<file path="src/rtl/lens_undistort_homography_core_assert.svh">
// ----------------------------------------------------------------------------
// Assertion macros for the lens undistortion / homography core
// Shared helpers that wrap concurrent assertions with the house clocking.
// ----------------------------------------------------------------------------
`ifndef LENS_UNDISTORT_HOMOGRAPHY_CORE_ASSERT_SVH
`define LENS_UNDISTORT_HOMOGRAPHY_CORE_ASSERT_SVH

// same-cycle implication
`define LUH_ASSERT_IMP(name, clk, rst, ante, cons) \
   name: assert property (@(posedge clk) disable iff (rst) (ante) |-> (cons)) \
      else $error("luh assertion failed");

// next-cycle implication
`define LUH_ASSERT_NEXT(name, clk, rst, ante, cons) \
   name: assert property (@(posedge clk) disable iff (rst) (ante) |=> (cons)) \
      else $error("luh assertion failed");

`endif

</file>
<file path="src/rtl/luh_pkg.sv">
// ----------------------------------------------------------------------------
// luh_pkg
// Types, constants and the microprogram of the undistortion/homography core.
// ----------------------------------------------------------------------------
package luh_pkg;

   // defaults for top-level parameters
   localparam int DEF_ITERATIONS = 20;
   localparam int DEF_COEF_WIDTH = 48;

   // fixed-point limits, Q32.32
   localparam logic [63:0] MAX64 = 64'h7FFF_FFFF_FFFF_FFFF;
   localparam logic [63:0] FX_ONE = 64'h0000_0001_0000_0000;

   // stores
   localparam int COEF_DEPTH = 18;
   localparam int COEF_AW = $clog2(COEF_DEPTH);
   localparam int TMP_DEPTH = 16;
   localparam int TMP_AW = $clog2(TMP_DEPTH);

   // microprogram
   localparam int PC_W = 6;
   localparam logic [PC_W-1:0] PROG_LEN = 6'd56;
   localparam logic [PC_W-1:0] LOOP_START = 6'd8;

   // result status codes
   localparam logic [1:0] ST_OK = 2'd0;
   localparam logic [1:0] ST_DIVZERO = 2'd1;
   localparam logic [1:0] ST_SAT = 2'd2;

   typedef enum logic [3:0] {
      OP_MOV, OP_ADD, OP_SUB, OP_MUL, OP_DIV,
      OP_LDX, OP_LDY, OP_OUTX, OP_OUTY, OP_LOOP
   } luh_op_type;

   // operand sources: coefficient entries, temporaries, constant one
   localparam logic [5:0] SRC_CX = 6'd0;
   localparam logic [5:0] SRC_CY = 6'd1;
   localparam logic [5:0] SRC_FX = 6'd2;
   localparam logic [5:0] SRC_FY = 6'd3;
   localparam logic [5:0] SRC_K1 = 6'd4;
   localparam logic [5:0] SRC_K2 = 6'd5;
   localparam logic [5:0] SRC_P1 = 6'd6;
   localparam logic [5:0] SRC_P2 = 6'd7;
   localparam logic [5:0] SRC_K3 = 6'd8;
   localparam logic [5:0] SRC_H00 = 6'd9;
   localparam logic [5:0] SRC_H01 = 6'd10;
   localparam logic [5:0] SRC_H02 = 6'd11;
   localparam logic [5:0] SRC_H10 = 6'd12;
   localparam logic [5:0] SRC_H11 = 6'd13;
   localparam logic [5:0] SRC_H12 = 6'd14;
   localparam logic [5:0] SRC_H20 = 6'd15;
   localparam logic [5:0] SRC_H21 = 6'd16;
   localparam logic [5:0] SRC_H22 = 6'd17;
   localparam logic [5:0] SRC_ONE = 6'b11_0000;

   localparam logic [1:0] KIND_TMP = 2'b10;
   localparam logic [1:0] KIND_ONE = 2'b11;

   // temporaries
   localparam logic [3:0] T_XD0 = 4'd0;
   localparam logic [3:0] T_XD1 = 4'd1;
   localparam logic [3:0] T_X0 = 4'd2;
   localparam logic [3:0] T_X1 = 4'd3;
   localparam logic [3:0] T_SQ0 = 4'd4;
   localparam logic [3:0] T_SQ1 = 4'd5;
   localparam logic [3:0] T_R2 = 4'd6;
   localparam logic [3:0] T_R4 = 4'd7;
   localparam logic [3:0] T_R6 = 4'd8;
   localparam logic [3:0] T_KR = 4'd9;
   localparam logic [3:0] T_PXY = 4'd10;
   localparam logic [3:0] T_TWOXY = 4'd11;
   localparam logic [3:0] T_D0 = 4'd12;
   localparam logic [3:0] T_D1 = 4'd13;
   localparam logic [3:0] T_A = 4'd14;
   localparam logic [3:0] T_B = 4'd15;

   typedef struct packed {
      luh_op_type op;
      logic [3:0] dst;
      logic [5:0] src_a;
      logic [5:0] src_b;
   } luh_uop_type;

   // controller to datapath
   typedef struct packed {
      logic accept;
      logic coef_wr;
      logic go;
      luh_uop_type uop;
   } luh_cmd_type;

   // datapath to controller
   typedef struct packed {
      logic done;
      logic zdiv;
   } luh_sts_type;

   function automatic logic [5:0] st(input logic [3:0] t);
      return {KIND_TMP, t};
   endfunction

   function automatic luh_uop_type mk(input luh_op_type op, input logic [3:0] d,
                                      input logic [5:0] a, input logic [5:0] b);
      luh_uop_type u;
      u.op = op;
      u.dst = d;
      u.src_a = a;
      u.src_b = b;
      return u;
   endfunction

   // microprogram: normalize, iterate, reproject, homography
   function automatic luh_uop_type luh_prog(input logic [PC_W-1:0] pc);
      case (pc)
         6'd0: return mk(OP_LDX, T_A, SRC_ONE, SRC_ONE);
         6'd1: return mk(OP_LDY, T_B, SRC_ONE, SRC_ONE);
         6'd2: return mk(OP_SUB, T_A, st(T_A), SRC_CX);
         6'd3: return mk(OP_DIV, T_XD0, st(T_A), SRC_FX);
         6'd4: return mk(OP_SUB, T_B, st(T_B), SRC_CY);
         6'd5: return mk(OP_DIV, T_XD1, st(T_B), SRC_FY);
         6'd6: return mk(OP_MOV, T_X0, st(T_XD0), SRC_ONE);
         6'd7: return mk(OP_MOV, T_X1, st(T_XD1), SRC_ONE);
         // iteration body
         6'd8: return mk(OP_MUL, T_SQ0, st(T_X0), st(T_X0));
         6'd9: return mk(OP_MUL, T_SQ1, st(T_X1), st(T_X1));
         6'd10: return mk(OP_ADD, T_R2, st(T_SQ0), st(T_SQ1));
         6'd11: return mk(OP_MUL, T_R4, st(T_R2), st(T_R2));
         6'd12: return mk(OP_MUL, T_R6, st(T_R4), st(T_R2));
         6'd13: return mk(OP_MUL, T_A, SRC_K1, st(T_R2));
         6'd14: return mk(OP_ADD, T_KR, SRC_ONE, st(T_A));
         6'd15: return mk(OP_MUL, T_A, SRC_K2, st(T_R4));
         6'd16: return mk(OP_MUL, T_B, SRC_K3, st(T_R6));
         6'd17: return mk(OP_ADD, T_A, st(T_A), st(T_B));
         6'd18: return mk(OP_ADD, T_KR, st(T_KR), st(T_A));
         6'd19: return mk(OP_MUL, T_PXY, st(T_X0), st(T_X1));
         6'd20: return mk(OP_ADD, T_TWOXY, st(T_PXY), st(T_PXY));
         6'd21: return mk(OP_ADD, T_A, st(T_SQ0), st(T_SQ0));
         6'd22: return mk(OP_ADD, T_A, st(T_R2), st(T_A));
         6'd23: return mk(OP_MUL, T_A, SRC_P2, st(T_A));
         6'd24: return mk(OP_MUL, T_D0, SRC_P1, st(T_TWOXY));
         6'd25: return mk(OP_ADD, T_D0, st(T_D0), st(T_A));
         6'd26: return mk(OP_ADD, T_A, st(T_SQ1), st(T_SQ1));
         6'd27: return mk(OP_ADD, T_A, st(T_R2), st(T_A));
         6'd28: return mk(OP_MUL, T_D1, SRC_P1, st(T_A));
         6'd29: return mk(OP_MUL, T_A, SRC_P2, st(T_TWOXY));
         6'd30: return mk(OP_ADD, T_D1, st(T_D1), st(T_A));
         6'd31: return mk(OP_SUB, T_A, st(T_XD0), st(T_D0));
         6'd32: return mk(OP_DIV, T_X0, st(T_A), st(T_KR));
         6'd33: return mk(OP_SUB, T_A, st(T_XD1), st(T_D1));
         6'd34: return mk(OP_DIV, T_X1, st(T_A), st(T_KR));
         6'd35: return mk(OP_LOOP, T_A, SRC_ONE, SRC_ONE);
         // reproject to pixels: u in SQ0, v in SQ1
         6'd36: return mk(OP_MUL, T_SQ0, st(T_X0), SRC_FX);
         6'd37: return mk(OP_ADD, T_SQ0, st(T_SQ0), SRC_CX);
         6'd38: return mk(OP_MUL, T_SQ1, st(T_X1), SRC_FY);
         6'd39: return mk(OP_ADD, T_SQ1, st(T_SQ1), SRC_CY);
         // projective scale in R2
         6'd40: return mk(OP_MUL, T_A, SRC_H20, st(T_SQ0));
         6'd41: return mk(OP_MUL, T_B, SRC_H21, st(T_SQ1));
         6'd42: return mk(OP_ADD, T_A, st(T_A), st(T_B));
         6'd43: return mk(OP_ADD, T_R2, st(T_A), SRC_H22);
         // numerators in R4 and R6
         6'd44: return mk(OP_MUL, T_A, SRC_H00, st(T_SQ0));
         6'd45: return mk(OP_MUL, T_B, SRC_H01, st(T_SQ1));
         6'd46: return mk(OP_ADD, T_A, st(T_A), st(T_B));
         6'd47: return mk(OP_ADD, T_R4, st(T_A), SRC_H02);
         6'd48: return mk(OP_MUL, T_A, SRC_H10, st(T_SQ0));
         6'd49: return mk(OP_MUL, T_B, SRC_H11, st(T_SQ1));
         6'd50: return mk(OP_ADD, T_A, st(T_A), st(T_B));
         6'd51: return mk(OP_ADD, T_R6, st(T_A), SRC_H12);
         6'd52: return mk(OP_DIV, T_A, st(T_R4), st(T_R2));
         6'd53: return mk(OP_OUTX, T_A, st(T_A), SRC_ONE);
         6'd54: return mk(OP_DIV, T_A, st(T_R6), st(T_R2));
         6'd55: return mk(OP_OUTY, T_A, st(T_A), SRC_ONE);
         default: return mk(OP_OUTY, T_A, st(T_A), SRC_ONE);
      endcase
   endfunction

endpackage

</file>
<file path="src/rtl/luh_ctrl.sv">
// ----------------------------------------------------------------------------
// luh_ctrl
// Sequencer: handshakes, microprogram counter and iteration loop.
// ----------------------------------------------------------------------------
`include "lens_undistort_homography_core_assert.svh"

module luh_ctrl import luh_pkg::*; #(
   parameter int UNDISTORT_ITERATIONS = DEF_ITERATIONS
) (
   input  logic        clock,
   input  logic        reset,
   input  logic        req_valid,
   output logic        req_stall,
   input  logic        req_operation,
   output logic        rsp_valid,
   input  logic        rsp_stall,
   input  luh_sts_type sts,
   output luh_cmd_type cmd
);

   localparam int IW = $clog2(UNDISTORT_ITERATIONS + 1);

   typedef enum logic [2:0] {
      S_IDLE, S_FETCH, S_START, S_WAIT, S_RESP
   } state_type;

   state_type        state_ff;
   logic [PC_W-1:0]  pc_ff;
   logic [IW-1:0]    iter_ff;
   luh_uop_type      uop;

   assign uop = luh_prog(pc_ff);

   // commands
   always_comb begin
      cmd.accept = (state_ff == S_IDLE) && req_valid && !req_operation;
      cmd.coef_wr = (state_ff == S_IDLE) && req_valid && req_operation;
      cmd.go = state_ff == S_START;
      cmd.uop = uop;
      req_stall = state_ff != S_IDLE;
      rsp_valid = state_ff == S_RESP;
   end

   always_ff @(posedge clock) begin
      if (reset) begin
         state_ff <= S_IDLE;
         pc_ff <= '0;
         iter_ff <= '0;
      end else begin
         unique case (state_ff)
            S_IDLE: begin
               if (req_valid && !req_operation) begin
                  pc_ff <= '0;
                  iter_ff <= '0;
                  state_ff <= S_FETCH;
               end
            end
            S_FETCH: begin
               if (uop.op == OP_LOOP) begin
                  if (iter_ff == IW'(UNDISTORT_ITERATIONS - 1)) begin
                     iter_ff <= '0;
                     pc_ff <= pc_ff + 1'b1;
                  end else begin
                     iter_ff <= iter_ff + 1'b1;
                     pc_ff <= LOOP_START;
                  end
               end else begin
                  state_ff <= S_START;
               end
            end
            S_START, S_WAIT: begin
               if (sts.done) begin
                  if (sts.zdiv || uop.op == OP_OUTY) begin
                     state_ff <= S_RESP;
                  end else begin
                     pc_ff <= pc_ff + 1'b1;
                     state_ff <= S_FETCH;
                  end
               end else begin
                  state_ff <= S_WAIT;
               end
            end
            S_RESP: begin
               if (!rsp_stall) begin
                  state_ff <= S_IDLE;
               end
            end
            default: state_ff <= S_IDLE;
         endcase
      end
   end

   // checks
   `LUH_ASSERT_IMP(a_done_only_exec, clock, reset, (state_ff == S_IDLE || state_ff == S_FETCH || state_ff == S_RESP), !sts.done)
   `LUH_ASSERT_IMP(a_pc_in_range, clock, reset, 1'b1, pc_ff < PROG_LEN)
   `LUH_ASSERT_NEXT(a_accept_starts, clock, reset, cmd.accept, (state_ff == S_FETCH && pc_ff == '0))

endmodule

</file>
<file path="config.mk">
export PLATFORM = sky130hd
export DESIGN_NAME = luh_ctrl
export DESIGN_NICKNAME = d
export VERILOG_FILES = /design/src/rtl/luh_pkg.sv /design/src/rtl/luh_ctrl.sv
export VERILOG_INCLUDE_DIRS = /design/src /design/src/rtl
export SDC_FILE = /design/constraint.sdc
export NUM_CORES = 1
export LEC_CHECK = 0
export BUFFER_PORTS_ARGS = -buffer_cell sky130_fd_sc_hd__buf_4
export CORE_UTILIZATION = 67
export CTS_BUF_LIST = sky130_fd_sc_hd__clkbuf_4
export DETAILED_ROUTE_END_ITERATION = 6
export GPL_TIMING_DRIVEN = 0
export PLACE_DENSITY_LB_ADDON = 0.05
export SLEW_MARGIN = 20
export SYNTH_ARGS = -nofsm -noshare
export SYNTH_HDL_FRONTEND = slang
export SYNTH_SLANG_ARGS = --single-unit
export TNS_END_PERCENT = 10
</file>
<file path="constraint.sdc">
create_clock -name clock -period 8.6 [get_ports clock]
set_input_delay 0.86 -clock clock [delete_from_list [all_inputs] [get_ports clock]]
set_output_delay 0.86 -clock clock [all_outputs]
set_load 0.02 [all_outputs]
</file>
# Word level (Yosys, flattened, before mapping)
# Memory sizes are Yosys's and may differ from the RTL's. A register that Yosys moved wholly into a read port is not among the register bits.
# Index checks and enable logic that the tools add are counted.
# W data, S select, Z words.
# op_classes
n_addsub,2
n_eq_ne,13
mux,18
n_reduce_logical,14
# op_table
operator,n
$mux W6,7
$pmux W6 S3,1
$mux W3,5
$mux W5,3
$pmux W3 S4,1
$ne A2 B2 Y1 const B,5
$pmux W5 S2,1
$eq A4 B4 Y1 const B,2
$add A6 B1 Y6 const B,1
$eq A3 B2 Y1 const B,2
$reduce_and A3 Y1,2
$reduce_bool A3 Y1,2
$add A5 B1 Y5 const B,1
$eq A5 B5 Y1 const B,1
$reduce_and A5 Y1,1
$logic_and A1 B1 Y1,4
$eq A3 B1 Y1 const B,1
$eq A3 B3 Y1 const B,1
$logic_not A3 Y1,1
$ne A2 B1 Y1 const B,1
$reduce_bool A2 Y1,1
$reduce_or A2 Y1,1
$logic_not A1 Y1,1
$logic_or A1 B1 Y1,1
# totals
reg_bits,14
romBits,1280
in_bits,7
output_inout_bits,25
wordCells,51
mem_count,1
# memory_table
memory,depth,width,rd,rd_ports_with_merged_regs,write_ports,line,text
(no name shown),64,20,1,1,0,luh_pkg.sv:115,case (pc)

# Longest topological paths before layout
# depth
ltp_word,7
ltp_mapped,14
ltp_nobuf,12

# Worst setup path before layout
# OpenSTA, ideal clock, no wires.
# synth_timing
kind,input to register
start,input port sts[0] (netlist name)
end,register cmd[0] (netlist name)
setup_time_ns,0.134
arrival_time_ns,2.976
required_time_ns,8.466
path_slack_ns,5.490
stages,11
n_path_buf,0
cell_sequence,nand4bb_1 -> a2bb2oi_4 -> nand2_1 -> mux2i_4 -> inv_2 -> ha_1 -> inv_1 -> nor2_1 -> a221oi_1 -> o22a_1 -> o221ai_1
# synth_via
elab_chain_cells,5
# synth_rtl
element,line,text
start: declaration,luh_ctrl.sv:17,"input luh_sts_type sts,"
$logic_or A1 B1 Y1,luh_ctrl.sv:73,if (sts.zdiv || uop.op == OP_OUTY) begin
$ne A2 B2 Y1 (no line),--,
$reduce_and A5 Y1 (no line),--,
$mux W6 (no line) (2 in series),--,
# Every way passes these cells.
# A chain may end at the register's enable or synchronous reset.

# Worst setup path in the final report
# layout_timing
start,register state_ff[0]
end,register cmd[12] (netlist name)
# layout_via
elab_chain_cells,6
word_cells_on_any_way,14
cone_classes,7 x eq/ne; 3 x mux; 4 x reduce/logical
# layout_rtl
element,line,text
start: declaration,luh_ctrl.sv:27,state_type state_ff;
start signal: assignment,luh_ctrl.sv:46,state_ff <= S_IDLE;
start signal: assignment,luh_ctrl.sv:55,state_ff <= S_FETCH;
start signal: assignment,luh_ctrl.sv:68,state_ff <= S_START;
$eq A3 B2 Y1,luh_ctrl.sv:50,unique case (state_ff)
$reduce_or A2 Y1,luh_ctrl.sv:50,
$ne A2 B2 Y1 (no line) or $reduce_bool A3 Y1 (tied branches),--,
$reduce_and A5 Y1 (no line),--,
$mux W6 (no line) (*) (2 in series),--,
# Every way passes the cells marked *; elsewhere a longest branch is shown, timed or not.

==> impl_metrics.tcl <==
set metrics [dict create \
    run_status "complete, but fails checks" \
    violations "design-rule violations" \
    r2r_cells 11 \
    die_area_um2 5010 \
    yosys.area_share.simple_pct 21.7 \
    p_switching_mw 0.0875 \
    synth_top_family_by_area "compound AO/OA/AOI/OAI gates" \
    r2r-end "cmd[12]" \
    setup_viol 0 \
    netlist_area_um2 3170 \
    io_pins 32 \
    ant_nets 0 \
    finalClockSkew_ns 0.00425 \
    layout_commonest_cell "buf_4" \
    synth-compound-area-share_pct 37.4 \
    cts_setup_buffers 0 \
    layout.area.seq_um2 681 \
    gr-total-overflow 0 \
    rows 24 \
    nets 435 \
    max_slew_margin_pct 52.2 \
    route.met2.wl_um 4240 \
    path_max_fanout 12 \
    multiInputGateArea_um2 2220 \
    fp.dieH_um 70.8 \
    grtUsageTotal_pct 41.2 \
    fmax_mhz 274 \
    syn_area_per_cell_um2 8.39 \
    peakVddDrop_mv 0.0712 \
    area_growth_pct 11.1 \
    synth_fp_nets 397 \
    synthAdderAreaFrac_pct 4.74 \
    cts_tree "built" \
    yosysWarnings 0 \
    drt-initial-drc-count 649 \
    fill_cells 303 \
    min_period_ns 3.66 \
    cts.sinks 34 \
    hold_path.class "flip-flop to flip-flop" \
    clock_latency_ns 0.35 \
    core_area_um2 4440 \
    whs_path_depth 2 \
    ctsResizeCount 0 \
    die_w_um 70.8 \
    diodes 0 \
    start_kind "flip-flop" \
    critPathRequiredTime_ns 8.83 \
    fin_crit_sh_pct 42.5 \
    seqPwrFrac_pct 54.9 \
    dr.pass1.iters 7 \
    antenna_found_initial 0 \
    grt_pass1_wl_um 16100 \
    synthCells 378 \
    cts_buffer_depth 2 \
    ys_seq_area_share_pct 21.5 \
    cts_max_level 2 \
    yosysTopAreaCellShare_pct 21.5 \
    power.density_nw_per_um2 83.0 \
    finalHoldViolCount 0 \
    top_layer_used "met4" \
    synth_area_leader_cell "dfxtp_1" \
    slew_violations 0 \
    clockRootBuffer "clkbuf_4" \
    wl_um 10400 \
    met3RoutedLength_um 1540 \
    synth-xor-area-share_pct 1.38 \
    portBuffers 31 \
    grt_pass1_vias 3113 \
    cp_slowest_stage_delay_ns 0.52 \
    drc 62 \
    async_flop_share_pct 0 \
    worst_slew_pin_slew_ns 0.703 \
    holdPathEnd "iter_ff[1]" \
    hold_buffers 0 \
    worstSetupEndpointType "flip-flop" \
    synth.ff_latch_count 34 \
    dp_hpwl_um 7170 \
    total_power_mw 0.292 \
    vias_per_cell 7.40 \
    fin_util_pct 79.3 \
    r2r_setup_slack_ns 4.94 \
    tns_ns 0 \
    p_int_mw 0.205 \
    synth.area.top_cells "dfxtp_1 (21%), ha_1 (4.7%), a21oi_1 (4.1%), mux2i_1 (3.5%), nor2_1 (3.4%)" \
    gp_congestion 1.10 \
    grt_max_degree 13 \
    layout-drive-gt1-share_pct 25.2 \
    synth.distinct_cells 84 \
    p_sw_share_pct 29.9 \
    layout_common_cells "buf_4 (36), dfxtp_1 (34), nor2_1 (29)" \
    num_vias 3470 \
    worstPathArrival_ns 3.89 \
    crit_chain "nor3b_4 -> nand4_2 -> nand2_1 -> mux2i_4 -> inv_2 -> ha_1 -> inv_1 -> o2111ai_1 -> o211a_1 -> a311oi_1 -> a211oi_1" \
    synthMuxAreaShare_pct 4.97 \
    r2r-start "state_ff[0]" \
    synth-main-ff-cell "dfxtp_1" \
    initial_core_util_pct 71.3 \
    cts_buffers 5 \
    power_frac_clock_pct 31.7 \
    p_leak_nw 1.44 \
    rsz0062_at_grt "no" \
    hp-start "iter_ff[1]" \
    wl_per_cell_um 22.1 \
    synth_edf_count 0 \
    slowest_stage "dfxtp_1" \
    worstSetupPathType "flip-flop to flip-flop" \
    wl_met1_um 4030 \
    p_comb_share_pct 13.3 \
    maxCapViolations 0 \
    cts.clk_slew.worst_paths_ns 0.12 \
]
cells in the mapped netlist, drive strengths merged, types with 6 or more instances:
master	number
o22ai	6
o21ai	24
a221o	6
nand2	28
o211ai	10
a22oi	8
mux2i	13
a211oi	7
dfxtp	34
nor2	30
a21oi	28
ha	12
nor3	16
inv	17
nand3	12
and2	6
buf	26
registers in the layout (all words and copies together) (netlist names):
name	flops
cmd	20
iter_ff	5
pc_ff	6
state_ff	3
per-stage QoR:
stage	setup slack (ns)	hold slack [ns]	instances	area (um^2)
finish	4.94	0.481	469	3520
global route	4.84	0.515	469	3520
CTS	5.06	0.483	469	3520
detailed placement	4.67	0.468	461	3470
global placement	4.76	0.458	461	3470
floorplan	5.49	0.444	378	3170
final cells by class:
| cell class | count | share of cell area [%] |
|---|---|---|
| Clock inverter | 3 | 0.462 |
| Buffer | 30 | 5.72 |
| Clock buffer | 5 | 1.07 |
| Inverter | 17 | 1.81 |
| Tap cell | 52 | 1.85 |
| Sequential cell | 34 | 19.3 |
| Timing Repair Buffer | 31 | 6.61 |
| Multi-Input combinational cell | 297 | 63.2 |
routing by layer:
| metal | global-route usage, % | up-vias |
|---|---|---|
| met4 | 22.4 | 0 |
| met1 | 54.0 | 1575 |
| met2 | 59.2 | 283 |
| met5 | 0 | - |
| li1 | - | 1526 |
| met3 | 14.4 | 86 |
worst max path at each step:
stage / startpoint / to / slack (ns) / cells after the start
2_1_floorplan: sts[0] / cmd[0] / 5.49 / 11
3_3_place_gp: req_operation / cmd[12] / 4.76 / 12
3_5_place_dp: req_operation / cmd[12] / 4.67 / 12
4_1_cts: req_operation / cmd[12] / 5.06 / 12
5_1_grt: state_ff[0] / cmd[12] / 4.84 / 11
6_report: state_ff[0] / cmd[12] / 4.94 / 11
power by group through the flow:
| stage | clock (mW) | sequential [mW] | combinational (mW) |
|---|---|---|---|
| after floorplan | 0 | 0.165 | 0.0253 |
| after global placement | 0 | 0.164 | 0.0368 |
| after detailed placement | 0 | 0.164 | 0.0377 |
| after CTS | 0.0933 | 0.160 | 0.0379 |
| after global routing | 0.0990 | 0.161 | 0.0411 |
| final | 0.0928 | 0.161 | 0.0390 |
critical path, delay by kind of cell (launching register included):
family                     cells  cell delay, ns
adders and majority gates      1            0.31
and+or+nand+nor                3            0.89
buffers and inverters          2            0.51
AOI/OAI and AO/OA              4            0.82
muxes                          1            0.48
DFF                            1            0.52
kinds of logic after synthesis:
group | after synthesis
compound gates | 142
simple gates | 124
buf+inv | 47
flops | 34
mux | 14
fa+ha+maj | 12
xor+xnor | 5
(Power assumes the default switching activity.)
